--- config.mk ---
export PLATFORM = sky130hd
export DESIGN_NAME = joystick_axis_digitizer
export DESIGN_NICKNAME = d
export VERILOG_FILES = /design/src/rtl/jad_pkg.sv /design/src/rtl/jad_front.sv /design/src/rtl/jad_queue.sv /design/src/rtl/jad_back.sv /design/src/rtl/joystick_axis_digitizer.sv
export SDC_FILE = /design/constraint.sdc
export NUM_CORES = 1
export LEC_CHECK = 0
export BUFFER_PORTS_ARGS = -buffer_cell sky130_fd_sc_hd__buf_4
export CAP_MARGIN = 20
export CORE_UTILIZATION = 50
export DETAILED_ROUTE_END_ITERATION = 16
export GPL_TIMING_DRIVEN = 0
export MAX_ROUTING_LAYER = met4
export PLACE_DENSITY_LB_ADDON = 0.12
export SYNTH_ARGS = -nofsm -noshare
export SYNTH_HDL_FRONTEND = slang
export SYNTH_SLANG_ARGS = --single-unit
--- constraint.sdc ---
create_clock -name i_clk -period 5.64 [get_ports i_clk]
set_input_delay 0.564 -clock i_clk [delete_from_list [all_inputs] [get_ports i_clk]]
set_output_delay 0.564 -clock i_clk [all_outputs]
set_load 0.005 [all_outputs]
--- src/rtl/jad_pkg.sv ---
// Package with the shared types and constants of the joystick axis digitizer.
package jad_pkg;

    localparam int DEF_PADS            = 2;
    localparam int DEF_AXES_PER_PAD    = 8;
    localparam int DEF_BUTTONS_PER_PAD = 16;

    localparam int PAD_COUNT     = 2;
    localparam int SLOTS_PER_PAD = 8;
    localparam int SLOT_COUNT    = PAD_COUNT * SLOTS_PER_PAD;
    localparam int SLOT_BITS     = $clog2(SLOT_COUNT);
    localparam int AXIS_BITS     = $clog2(SLOTS_PER_PAD);
    localparam int QUEUE_DEPTH   = 2;

    localparam int CFG_INDEX_W = 3;
    localparam int CFG_DATA_W  = 32;

    localparam logic [CFG_INDEX_W-1:0] REG_MODE_MAP   = 3'd0;
    localparam logic [CFG_INDEX_W-1:0] REG_LOW_PAD0   = 3'd1;
    localparam logic [CFG_INDEX_W-1:0] REG_HIGH_PAD0  = 3'd2;
    localparam logic [CFG_INDEX_W-1:0] REG_LOW_PAD1   = 3'd3;
    localparam logic [CFG_INDEX_W-1:0] REG_HIGH_PAD1  = 3'd4;

    localparam logic [31:0]        MODE_MAP_RESET = 32'h5555_5555;
    localparam logic signed [15:0] LOW_RESET      = -16'sd250;
    localparam logic signed [15:0] HIGH_RESET     = 16'sd250;

    localparam logic [1:0] MODE_DIGITAL = 2'd1;
    localparam logic [1:0] MODE_ANALOG  = 2'd2;

    typedef enum logic [1:0] {
        KIND_PLUS   = 2'd0,
        KIND_MINUS  = 2'd1,
        KIND_ANALOG = 2'd2,
        KIND_BUTTON = 2'd3
    } t_kind;

    typedef enum logic [1:0] {
        DIR_UNKNOWN = 2'd0,
        DIR_CENTER  = 2'd1,
        DIR_PLUS    = 2'd2,
        DIR_MINUS   = 2'd3
    } t_dir;

    // One classified input: one or two results that share pad and number.
    typedef struct packed {
        logic       two;
        t_kind      kind0;
        logic       rel0;
        t_kind      kind1;
        logic       rel1;
        logic       pad;
        logic [3:0] number;
        logic [7:0] level;
    } t_job;

endpackage

--- src/rtl/jad_front.sv ---
// Front end: configuration registers, direction state and event classification.
module jad_front #(
    parameter int PADS            = jad_pkg::DEF_PADS,
    parameter int AXES_PER_PAD    = jad_pkg::DEF_AXES_PER_PAD,
    parameter int BUTTONS_PER_PAD = jad_pkg::DEF_BUTTONS_PER_PAD
) (
    input  logic                               i_clk,
    input  logic                               i_rst_n,
    input  logic                               i_in_valid,
    output logic                               o_in_stall,
    input  logic                               i_command,
    input  logic                               i_pad_index,
    input  logic [7:0]                         i_control_number,
    input  logic signed [15:0]                 i_sample_value,
    input  logic                               i_cfg_valid,
    output logic                               o_cfg_ready,
    input  logic [jad_pkg::CFG_INDEX_W-1:0]    i_cfg_index,
    input  logic [jad_pkg::CFG_DATA_W-1:0]     i_cfg_data,
    input  logic                               i_full,
    output logic                               o_push,
    output jad_pkg::t_job                      o_job
);

    logic [31:0]                 r_mode_map;
    logic signed [15:0]          r_low  [jad_pkg::PAD_COUNT];
    logic signed [15:0]          r_high [jad_pkg::PAD_COUNT];
    jad_pkg::t_dir               r_dir  [jad_pkg::SLOT_COUNT];

    logic                        accept;
    logic                        pad_ok;
    logic                        axis_ok;
    logic                        button_ok;
    logic [jad_pkg::SLOT_BITS-1:0] slot;
    logic [1:0]                  mode;
    jad_pkg::t_dir               old_dir;
    jad_pkg::t_dir               n_dir;
    logic                        dir_write;
    logic                        has_result;
    jad_pkg::t_job               job;

    assign accept      = i_in_valid && !i_full;
    assign o_in_stall  = i_full;
    assign o_cfg_ready = 1'b1;

    assign pad_ok    = 32'(i_pad_index) < PADS;
    assign axis_ok   = 32'(i_control_number) < AXES_PER_PAD;
    assign button_ok = 32'(i_control_number) < BUTTONS_PER_PAD;
    assign slot      = {i_pad_index, i_control_number[jad_pkg::AXIS_BITS-1:0]};
    assign mode      = r_mode_map[{slot, 1'b0} +: 2];
    assign old_dir   = r_dir[slot];

    always_comb begin
        if (i_sample_value > r_high[i_pad_index]) begin
            n_dir = jad_pkg::DIR_PLUS;
        end else if (i_sample_value < r_low[i_pad_index]) begin
            n_dir = jad_pkg::DIR_MINUS;
        end else begin
            n_dir = jad_pkg::DIR_CENTER;
        end
    end

    always_comb begin
        job        = '0;
        job.pad    = i_pad_index;
        job.number = i_control_number[3:0];
        job.kind0  = jad_pkg::KIND_BUTTON;
        job.kind1  = jad_pkg::KIND_BUTTON;
        has_result = 1'b0;
        dir_write  = 1'b0;
        if (pad_ok) begin
            if (i_command) begin
                if (button_ok) begin
                    has_result = 1'b1;
                    job.kind0  = jad_pkg::KIND_BUTTON;
                    job.rel0   = (i_sample_value == 16'sd0);
                end
            end else if (axis_ok) begin
                if (mode == jad_pkg::MODE_ANALOG) begin
                    has_result = 1'b1;
                    job.kind0  = jad_pkg::KIND_ANALOG;
                    // Adding the offset only flips the sign bit of the upper byte.
                    job.level  = {~i_sample_value[15], i_sample_value[14:8]};
                end else if (mode == jad_pkg::MODE_DIGITAL && n_dir != old_dir) begin
                    dir_write = 1'b1;
                    case (n_dir)
                        jad_pkg::DIR_PLUS: begin
                            has_result = 1'b1;
                            job.kind0  = jad_pkg::KIND_PLUS;
                            job.two    = (old_dir == jad_pkg::DIR_MINUS);
                            job.kind1  = jad_pkg::KIND_MINUS;
                            job.rel1   = 1'b1;
                        end
                        jad_pkg::DIR_MINUS: begin
                            has_result = 1'b1;
                            job.kind0  = jad_pkg::KIND_MINUS;
                            job.two    = (old_dir == jad_pkg::DIR_PLUS);
                            job.kind1  = jad_pkg::KIND_PLUS;
                            job.rel1   = 1'b1;
                        end
                        default: begin
                            // Back to center releases whatever was held.
                            has_result = (old_dir == jad_pkg::DIR_PLUS) ||
                                         (old_dir == jad_pkg::DIR_MINUS);
                            job.kind0  = (old_dir == jad_pkg::DIR_PLUS) ?
                                         jad_pkg::KIND_PLUS : jad_pkg::KIND_MINUS;
                            job.rel0   = 1'b1;
                        end
                    endcase
                end
            end
        end
    end

    assign o_push = accept && has_result;
    assign o_job  = job;

    always_ff @(posedge i_clk) begin
        if (!i_rst_n) begin
            r_mode_map <= jad_pkg::MODE_MAP_RESET;
            for (int p = 0; p < jad_pkg::PAD_COUNT; p++) begin
                r_low[p]  <= jad_pkg::LOW_RESET;
                r_high[p] <= jad_pkg::HIGH_RESET;
            end
            for (int s = 0; s < jad_pkg::SLOT_COUNT; s++) begin
                r_dir[s] <= jad_pkg::DIR_UNKNOWN;
            end
        end else begin
            if (i_cfg_valid) begin
                case (i_cfg_index)
                    jad_pkg::REG_MODE_MAP:  r_mode_map <= i_cfg_data;
                    jad_pkg::REG_LOW_PAD0:  r_low[0]   <= i_cfg_data[15:0];
                    jad_pkg::REG_HIGH_PAD0: r_high[0]  <= i_cfg_data[15:0];
                    jad_pkg::REG_LOW_PAD1:  r_low[1]   <= i_cfg_data[15:0];
                    jad_pkg::REG_HIGH_PAD1: r_high[1]  <= i_cfg_data[15:0];
                    default: ;
                endcase
            end
            if (accept && dir_write) begin
                r_dir[slot] <= n_dir;
            end
        end
    end

endmodule

--- src/rtl/jad_queue.sv ---
// Short queue of classified jobs between the front end and the result sequencer.
module jad_queue (
    input  logic          i_clk,
    input  logic          i_rst_n,
    input  logic          i_push,
    input  jad_pkg::t_job i_job,
    output logic          o_full,
    input  logic          i_pop,
    output logic          o_empty,
    output jad_pkg::t_job o_job
);

    localparam int DEPTH = jad_pkg::QUEUE_DEPTH;
    localparam int PTR_W = (DEPTH > 1) ? $clog2(DEPTH) : 1;
    localparam int CNT_W = $clog2(DEPTH + 1);

    jad_pkg::t_job    r_mem [DEPTH];
    logic [PTR_W-1:0] r_wr;
    logic [PTR_W-1:0] r_rd;
    logic [CNT_W-1:0] r_count;

    assign o_full  = (r_count == CNT_W'(DEPTH));
    assign o_empty = (r_count == '0);
    assign o_job   = r_mem[r_rd];

    always_ff @(posedge i_clk) begin
        if (i_push) begin
            r_mem[r_wr] <= i_job;
        end
    end

    always_ff @(posedge i_clk) begin
        if (!i_rst_n) begin
            r_wr    <= '0;
            r_rd    <= '0;
            r_count <= '0;
        end else begin
            if (i_push) begin
                r_wr <= (r_wr == PTR_W'(DEPTH - 1)) ? '0 : r_wr + 1'b1;
            end
            if (i_pop) begin
                r_rd <= (r_rd == PTR_W'(DEPTH - 1)) ? '0 : r_rd + 1'b1;
            end
            if (i_push && !i_pop) begin
                r_count <= r_count + 1'b1;
            end else if (!i_push && i_pop) begin
                r_count <= r_count - 1'b1;
            end
        end
    end

endmodule

--- src/rtl/jad_back.sv ---
// Back end: sequences each job into one or two registered result transfers.
module jad_back (
    input  logic          i_clk,
    input  logic          i_rst_n,
    input  logic          i_empty,
    input  jad_pkg::t_job i_job,
    output logic          o_pop,
    output logic          o_out_valid,
    input  logic          i_out_stall,
    output logic [1:0]    o_event_kind,
    output logic          o_out_pad,
    output logic [3:0]    o_out_number,
    output logic          o_released,
    output logic [7:0]    o_analog_level,
    output logic          o_last_of_run
);

    logic          r_out_valid;
    jad_pkg::t_kind r_kind;
    logic          r_pad;
    logic [3:0]    r_number;
    logic          r_rel;
    logic [7:0]    r_level;
    logic          r_last;
    logic          r_pend;
    jad_pkg::t_kind r_kind1;
    logic          r_rel1;
    logic          load;

    assign load  = !r_out_valid || !i_out_stall;
    assign o_pop = load && !r_pend && !i_empty;

    always_ff @(posedge i_clk) begin
        if (!i_rst_n) begin
            r_out_valid <= 1'b0;
            r_pend      <= 1'b0;
        end else if (load) begin
            if (r_pend) begin
                r_out_valid <= 1'b1;
                r_pend      <= 1'b0;
            end else begin
                r_out_valid <= !i_empty;
                r_pend      <= !i_empty && i_job.two;
            end
        end
    end

    // The second result of a pair reuses pad and number from the first.
    always_ff @(posedge i_clk) begin
        if (load) begin
            if (r_pend) begin
                r_kind  <= r_kind1;
                r_rel   <= r_rel1;
                r_level <= '0;
                r_last  <= 1'b1;
            end else if (!i_empty) begin
                r_kind   <= i_job.kind0;
                r_rel    <= i_job.rel0;
                r_level  <= i_job.level;
                r_last   <= !i_job.two;
                r_pad    <= i_job.pad;
                r_number <= i_job.number;
                r_kind1  <= i_job.kind1;
                r_rel1   <= i_job.rel1;
            end
        end
    end

    assign o_out_valid    = r_out_valid;
    assign o_event_kind   = r_kind;
    assign o_out_pad      = r_pad;
    assign o_out_number   = r_number;
    assign o_released     = r_rel;
    assign o_analog_level = r_level;
    assign o_last_of_run  = r_last;

`ifndef SYNTHESIS
    a_pend_has_output: assert property (@(posedge i_clk) disable iff (!i_rst_n)
        r_pend |-> r_out_valid)
        else $error("second result pending without a first one on the output");

    a_pend_not_last: assert property (@(posedge i_clk) disable iff (!i_rst_n)
        (r_out_valid && r_pend) |-> !r_last)
        else $error("first result of a pair marked as last of run");

    a_pair_follows: assert property (@(posedge i_clk) disable iff (!i_rst_n)
        (r_out_valid && !i_out_stall && r_pend) |=> (r_out_valid && r_last))
        else $error("second result of a pair did not follow the first");

    a_no_pop_while_pend: assert property (@(posedge i_clk) disable iff (!i_rst_n)
        r_pend |-> !o_pop)
        else $error("queue popped while a second result was pending");
`endif

endmodule

--- src/rtl/joystick_axis_digitizer.sv ---
// Top level of the joystick axis digitizer: front end, job queue and result sequencer.
//
//   channel  direction  handshake                 payload
//   in       input      i_in_valid / o_in_stall   command, pad_index, control_number,
//                                                 sample_value
//   out      output     o_out_valid / i_out_stall event_kind, out_pad, out_number,
//                                                 released, analog_level, last_of_run
//   cfg      input      i_cfg_valid / o_cfg_ready i_cfg_index, i_cfg_data
//
// An input item is classified in the cycle of its transfer; a new one can follow every cycle
// while the two-entry job queue has room. The output register sends one result per cycle while
// i_out_stall is low, so an item with two results occupies it for both, and that sets the sustained rate.
// The first result is registered in the job queue and then in the output register before it appears.
// Synchronous active-low reset clears direction state, queue and output valid, and loads
// configuration defaults. Output stalls back up into the queue and then into o_in_stall.
module joystick_axis_digitizer #(
    parameter int PADS            = jad_pkg::DEF_PADS,
    parameter int AXES_PER_PAD    = jad_pkg::DEF_AXES_PER_PAD,
    parameter int BUTTONS_PER_PAD = jad_pkg::DEF_BUTTONS_PER_PAD
) (
    input  logic                            i_clk,
    input  logic                            i_rst_n,
    input  logic                            i_in_valid,
    output logic                            o_in_stall,
    input  logic                            i_command,
    input  logic                            i_pad_index,
    input  logic [7:0]                      i_control_number,
    input  logic signed [15:0]              i_sample_value,
    output logic                            o_out_valid,
    input  logic                            i_out_stall,
    output logic [1:0]                      o_event_kind,
    output logic                            o_out_pad,
    output logic [3:0]                      o_out_number,
    output logic                            o_released,
    output logic [7:0]                      o_analog_level,
    output logic                            o_last_of_run,
    input  logic                            i_cfg_valid,
    output logic                            o_cfg_ready,
    input  logic [jad_pkg::CFG_INDEX_W-1:0] i_cfg_index,
    input  logic [jad_pkg::CFG_DATA_W-1:0]  i_cfg_data
);

    logic          push;
    logic          full;
    logic          pop;
    logic          empty;
    jad_pkg::t_job front_job;
    jad_pkg::t_job head_job;

    jad_front #(
        .PADS            (PADS),
        .AXES_PER_PAD    (AXES_PER_PAD),
        .BUTTONS_PER_PAD (BUTTONS_PER_PAD)
    ) u_front (
        .i_clk            (i_clk),
        .i_rst_n          (i_rst_n),
        .i_in_valid       (i_in_valid),
        .o_in_stall       (o_in_stall),
        .i_command        (i_command),
        .i_pad_index      (i_pad_index),
        .i_control_number (i_control_number),
        .i_sample_value   (i_sample_value),
        .i_cfg_valid      (i_cfg_valid),
        .o_cfg_ready      (o_cfg_ready),
        .i_cfg_index      (i_cfg_index),
        .i_cfg_data       (i_cfg_data),
        .i_full           (full),
        .o_push           (push),
        .o_job            (front_job)
    );

    jad_queue u_queue (
        .i_clk   (i_clk),
        .i_rst_n (i_rst_n),
        .i_push  (push),
        .i_job   (front_job),
        .o_full  (full),
        .i_pop   (pop),
        .o_empty (empty),
        .o_job   (head_job)
    );

    jad_back u_back (
        .i_clk          (i_clk),
        .i_rst_n        (i_rst_n),
        .i_empty        (empty),
        .i_job          (head_job),
        .o_pop          (pop),
        .o_out_valid    (o_out_valid),
        .i_out_stall    (i_out_stall),
        .o_event_kind   (o_event_kind),
        .o_out_pad      (o_out_pad),
        .o_out_number   (o_out_number),
        .o_released     (o_released),
        .o_analog_level (o_analog_level),
        .o_last_of_run  (o_last_of_run)
    );

endmodule

==> results.cfg <==
[status]
status = finished, final reports clean

[critical_path]
crit_fanout = 11
critPathLaunchType = primary input
path_buf_inv = 4
path_cells = buf_4, clkbuf_1, clkbuf_1, mux2i_1, ha_1, nand4_1, or4_1, o21ai_0, and3b_1, or4_1, a211o_1, a31oi_1, nor2b_2, buf_6
reg2regPathDepth = 11
slowest_stage = clkbuf_1
cp-startpoint = i_pad_index
cp-endpoint = u_queue.r_mem[0][10]
crit_type = in2reg
rr_startpoint = u_front.r_high[1][15]
endpoint_kind = register
crit_cells = 14
cp.required_ns = 5.78
ff2ff_setup_slack_ns = 1.51
crit_family = simple AND/OR/NAND/NOR gates
worst_r2r_endpoint = u_queue.r_mem[0][10]
slowest_delay_ns = 0.72
crit_arrival_ns = 5.41

[sta]
timing.hold.ws_ns = 0.341
hold_viol = 0
fin_skew_ns = 0.0106
setup_viol_count_final = 0
rsz0062_at_grt = false
setup_tns_ns = 0
maxSlewHeadroom_pct = 30.2
worst_pin_slew_ns = 1.04
finalMaxSlewViolations = 0
fmax_mhz = 190
period_share_pct = 93.3
min_period_ns = 5.26

[global_route]
grt_remaining_overflow = 0
grt_pass1_wl_mm = 31.5
grt_pass1_vias = 6019
grt_max_degree = 21
antenna_found_initial = 0
grtUsageTotal_pct = 23.6

[yosys]
synth_top_flop_cell = edfxtp_1
synth_top_family_by_area = simple AND/OR/NAND/NOR gates
synth_edf_count = 156
ys_ff_latch = 195
ys.warnings.count = 0
yosysTopAreaCell = edfxtp_1
syn-cell-area_mm2 = 0.00898
synth_nets = 803
synth_adder_area_share_pct = 4.46
synth_xor_area_share_pct = 0.585
syn_area_per_cell_um2 = 12.7
syn_inst = 705
synth.distinct_cells = 57
muxShareOfSynthArea_pct = 9.94
synth_top_area_share_pct = 52.2
synthArstFlopShare_pct = 0
synthTopCellsByArea = edfxtp_1 52%, dfxtp_1 8.7%, mux2i_1 4.8%
synth_compound_area_share_pct = 7.05
synth-seq-area-share_pct = 60.9
synth-simple-area-share_pct = 14.7

[floorplanning]
floorplan.initialDensity_pct = 51.5
ios = 86
fp-row-count = 48
fp.dieW_um = 136
dieArea_mm2 = 0.0185
core_area_mm2 = 0.0174
die_h_um = 136

[drt]
drtPass1Iterations = 5
wire_per_inst_um = 18.8
route.detailed.drc = 0
num_vias = 6013
vias_per_cell = 5.74
drt-initial-drc-count = 453
routed_wl_mm = 19.7
ant_nets = 0

[clock_network]
holdBufCountCts = 0
cts_setup_buffers = 0
cts_htree_levels = 4
cts_sinks = 195
worstSkewPairLatency_ns = 0.44
postCtsResizedCells = 0
cts_root_buf = clkbuf_16
path_clk_slew_ns = 0.07
cts_tree = done
clockBufferDepth = 2
cts_inserted_buffers = 17

[power_and_ir_drop]
combPwrFrac_pct = 16.0
switchingPower_w = 0.000900
finalPower_w = 0.00353
seqPwrFrac_pct = 49.9
ir_drop_uv = 212
swShare_pct = 25.5
intPower_w = 0.00263
leakagePower_nw = 3.90
p_per_area_mw_per_mm2 = 336
power.share.clock_pct = 34.1

[placed_design]
placed_cells = 1014
placed_area_mm2 = 0.00991
dp_hpwl_mm = 14.9
place_congestion = 0.880
io_buffers = 83

[final_layout]
final_cells = 1047
drive_above_1_share_pct = 19.7
fill_cells = 1406
nNetsFinal = 907
syn2layout_area_growth_pct = 17.0
final_area_mm2 = 0.0105
antenna_cells = 0

[min_path]
min_path_type = in2reg

[run]
maxCapViolCount = 0
[area by class of cell]
class / count / area (um2) / share of cell area [%]
Clock inverter: 15 / 154 / 1.47
Clock buffer: 17 / 425 / 4.05
Sequential cell: 195 / 5470 / 52.0
Timing Repair Buffer: 85 / 642 / 6.11
Tap cell: 225 / 282 / 2.68
Buffer: 41 / 169 / 1.61
Inverter: 10 / 37.5 / 0.357
Multi-Input combinational cell: 459 / 3330 / 31.7
[cells in the final DEF, fill, tap and decap left out, types with 5 or more instances in the layout]
master	synthesis	layout
edfxtp_1	156	156
buf_4	1	85
nand2_1	83	83
mux2i_1	43	43
nor3_1	39	39
dfxtp_1	39	39
clkbuf_1	32	32
ha_1	32	32
a21oi_1	30	30
and2_1	26	25
nand3_1	24	24
nand2b_1	24	24
nor2_1	20	20
clkbuf_16	0	17
mux4_2	16	16
o41ai_1	16	16
o21ai_0	13	12
inv_1	9	9
nand4_1	9	9
mux2_2	9	9
or2_2	7	7
nor2b_1	7	6
clkinv_2	0	5
[cell families (layout without fill, tap and decap cells)]
kind of cell               Yosys count  count (layout)
DFF                                195             195
and+or+nand+nor                    262             262
xor gates and xnor gates             6               6
muxes                               68              68
adders and majority gates           32              32
AOI/OAI and AO/OA                   90              90
buffers and inverters               51             168
other                                1               1
[worst min-delay path by stage]
stage                     slack [ns]  depth (start not counted)              startpoint                      to
after floorplan                 0.43                          2  u_front.r_mode_map[13]  u_front.r_mode_map[13]
after global placement          0.44                          2  u_front.r_mode_map[13]  u_front.r_mode_map[13]
after detailed placement        0.45                          2  u_front.r_mode_map[15]  u_front.r_mode_map[15]
after CTS                       0.33                          3          i_cfg_data[16]  u_front.r_mode_map[16]
after global routing            0.35                          3          i_cfg_data[18]  u_front.r_mode_map[18]
final                           0.34                          3          i_cfg_data[18]  u_front.r_mode_map[18]
[synth_stat cells (all sizes together) (2+ instances only)]
library cell / n
inv: 9
a21oi: 30
xnor2: 3
nor3: 39
ha: 32
a31oi: 2
xor2: 3
clkbuf: 32
or2: 8
o31ai: 3
o41ai: 16
and3: 2
a22o: 3
a22oi: 2
edfxtp: 156
nor4: 4
o211ai: 4
nand4: 9
a2111o: 2
a211oi: 2
nor2b: 7
nand3: 24
and2: 26
buf: 9
or4: 4
dfxtp: 39
or3: 4
o21ai: 13
nand2b: 24
mux2: 9
a221oi: 3
nand2: 83
nor2: 21
mux2i: 43
a21o: 4
mux4: 16
nand3b: 2
[flip-flops by register name, indices dropped and copies added (netlist names), 2 cells and up, named ones only]
signal	cells
u_queue.r_mem	40
u_front.r_dir	32
u_front.r_high	32
u_front.r_low	32
u_front.r_mode_map	32
u_back.o_analog_level	8
u_back.o_out_number	4
u_back.o_event_kind	2
u_back.r_kind1	2
u_queue.r_count	2
[worst min-delay path: stages]
cell and delay, ns:
buf_4 0.08, nand2_1 0.04, nand3_1 0.07
[stage by stage]
step                      util, %  setup slack (ns)
after global placement       56.7            -0.676
after detailed placement     56.9            -0.119
after global routing         60.3            0.0754
after floorplan                 -             0.584
after CTS                    60.2             0.282
final                        60.3             0.379
[power groups by stage]
stage,clock (W),combinational (W),sequential [W]
global route,0.00126,0.000628,0.00177
finish,0.00120,0.000565,0.00176
floorplan,0,0.000305,0.00179
detailed placement,0,0.000560,0.00179
global placement,0,0.000541,0.00179
CTS,0.00121,0.000561,0.00176
[routing by layer]
layer	share of wire, %	GRT usage (%)	up-vias
met1	44	30.3	2907
li1	-	-	2867
met5	0	-	-
met4	1.7	8.40	0
met2	48	37.6	212
met3	5.8	3.99	27
Power figures use the tool's default switching activity.
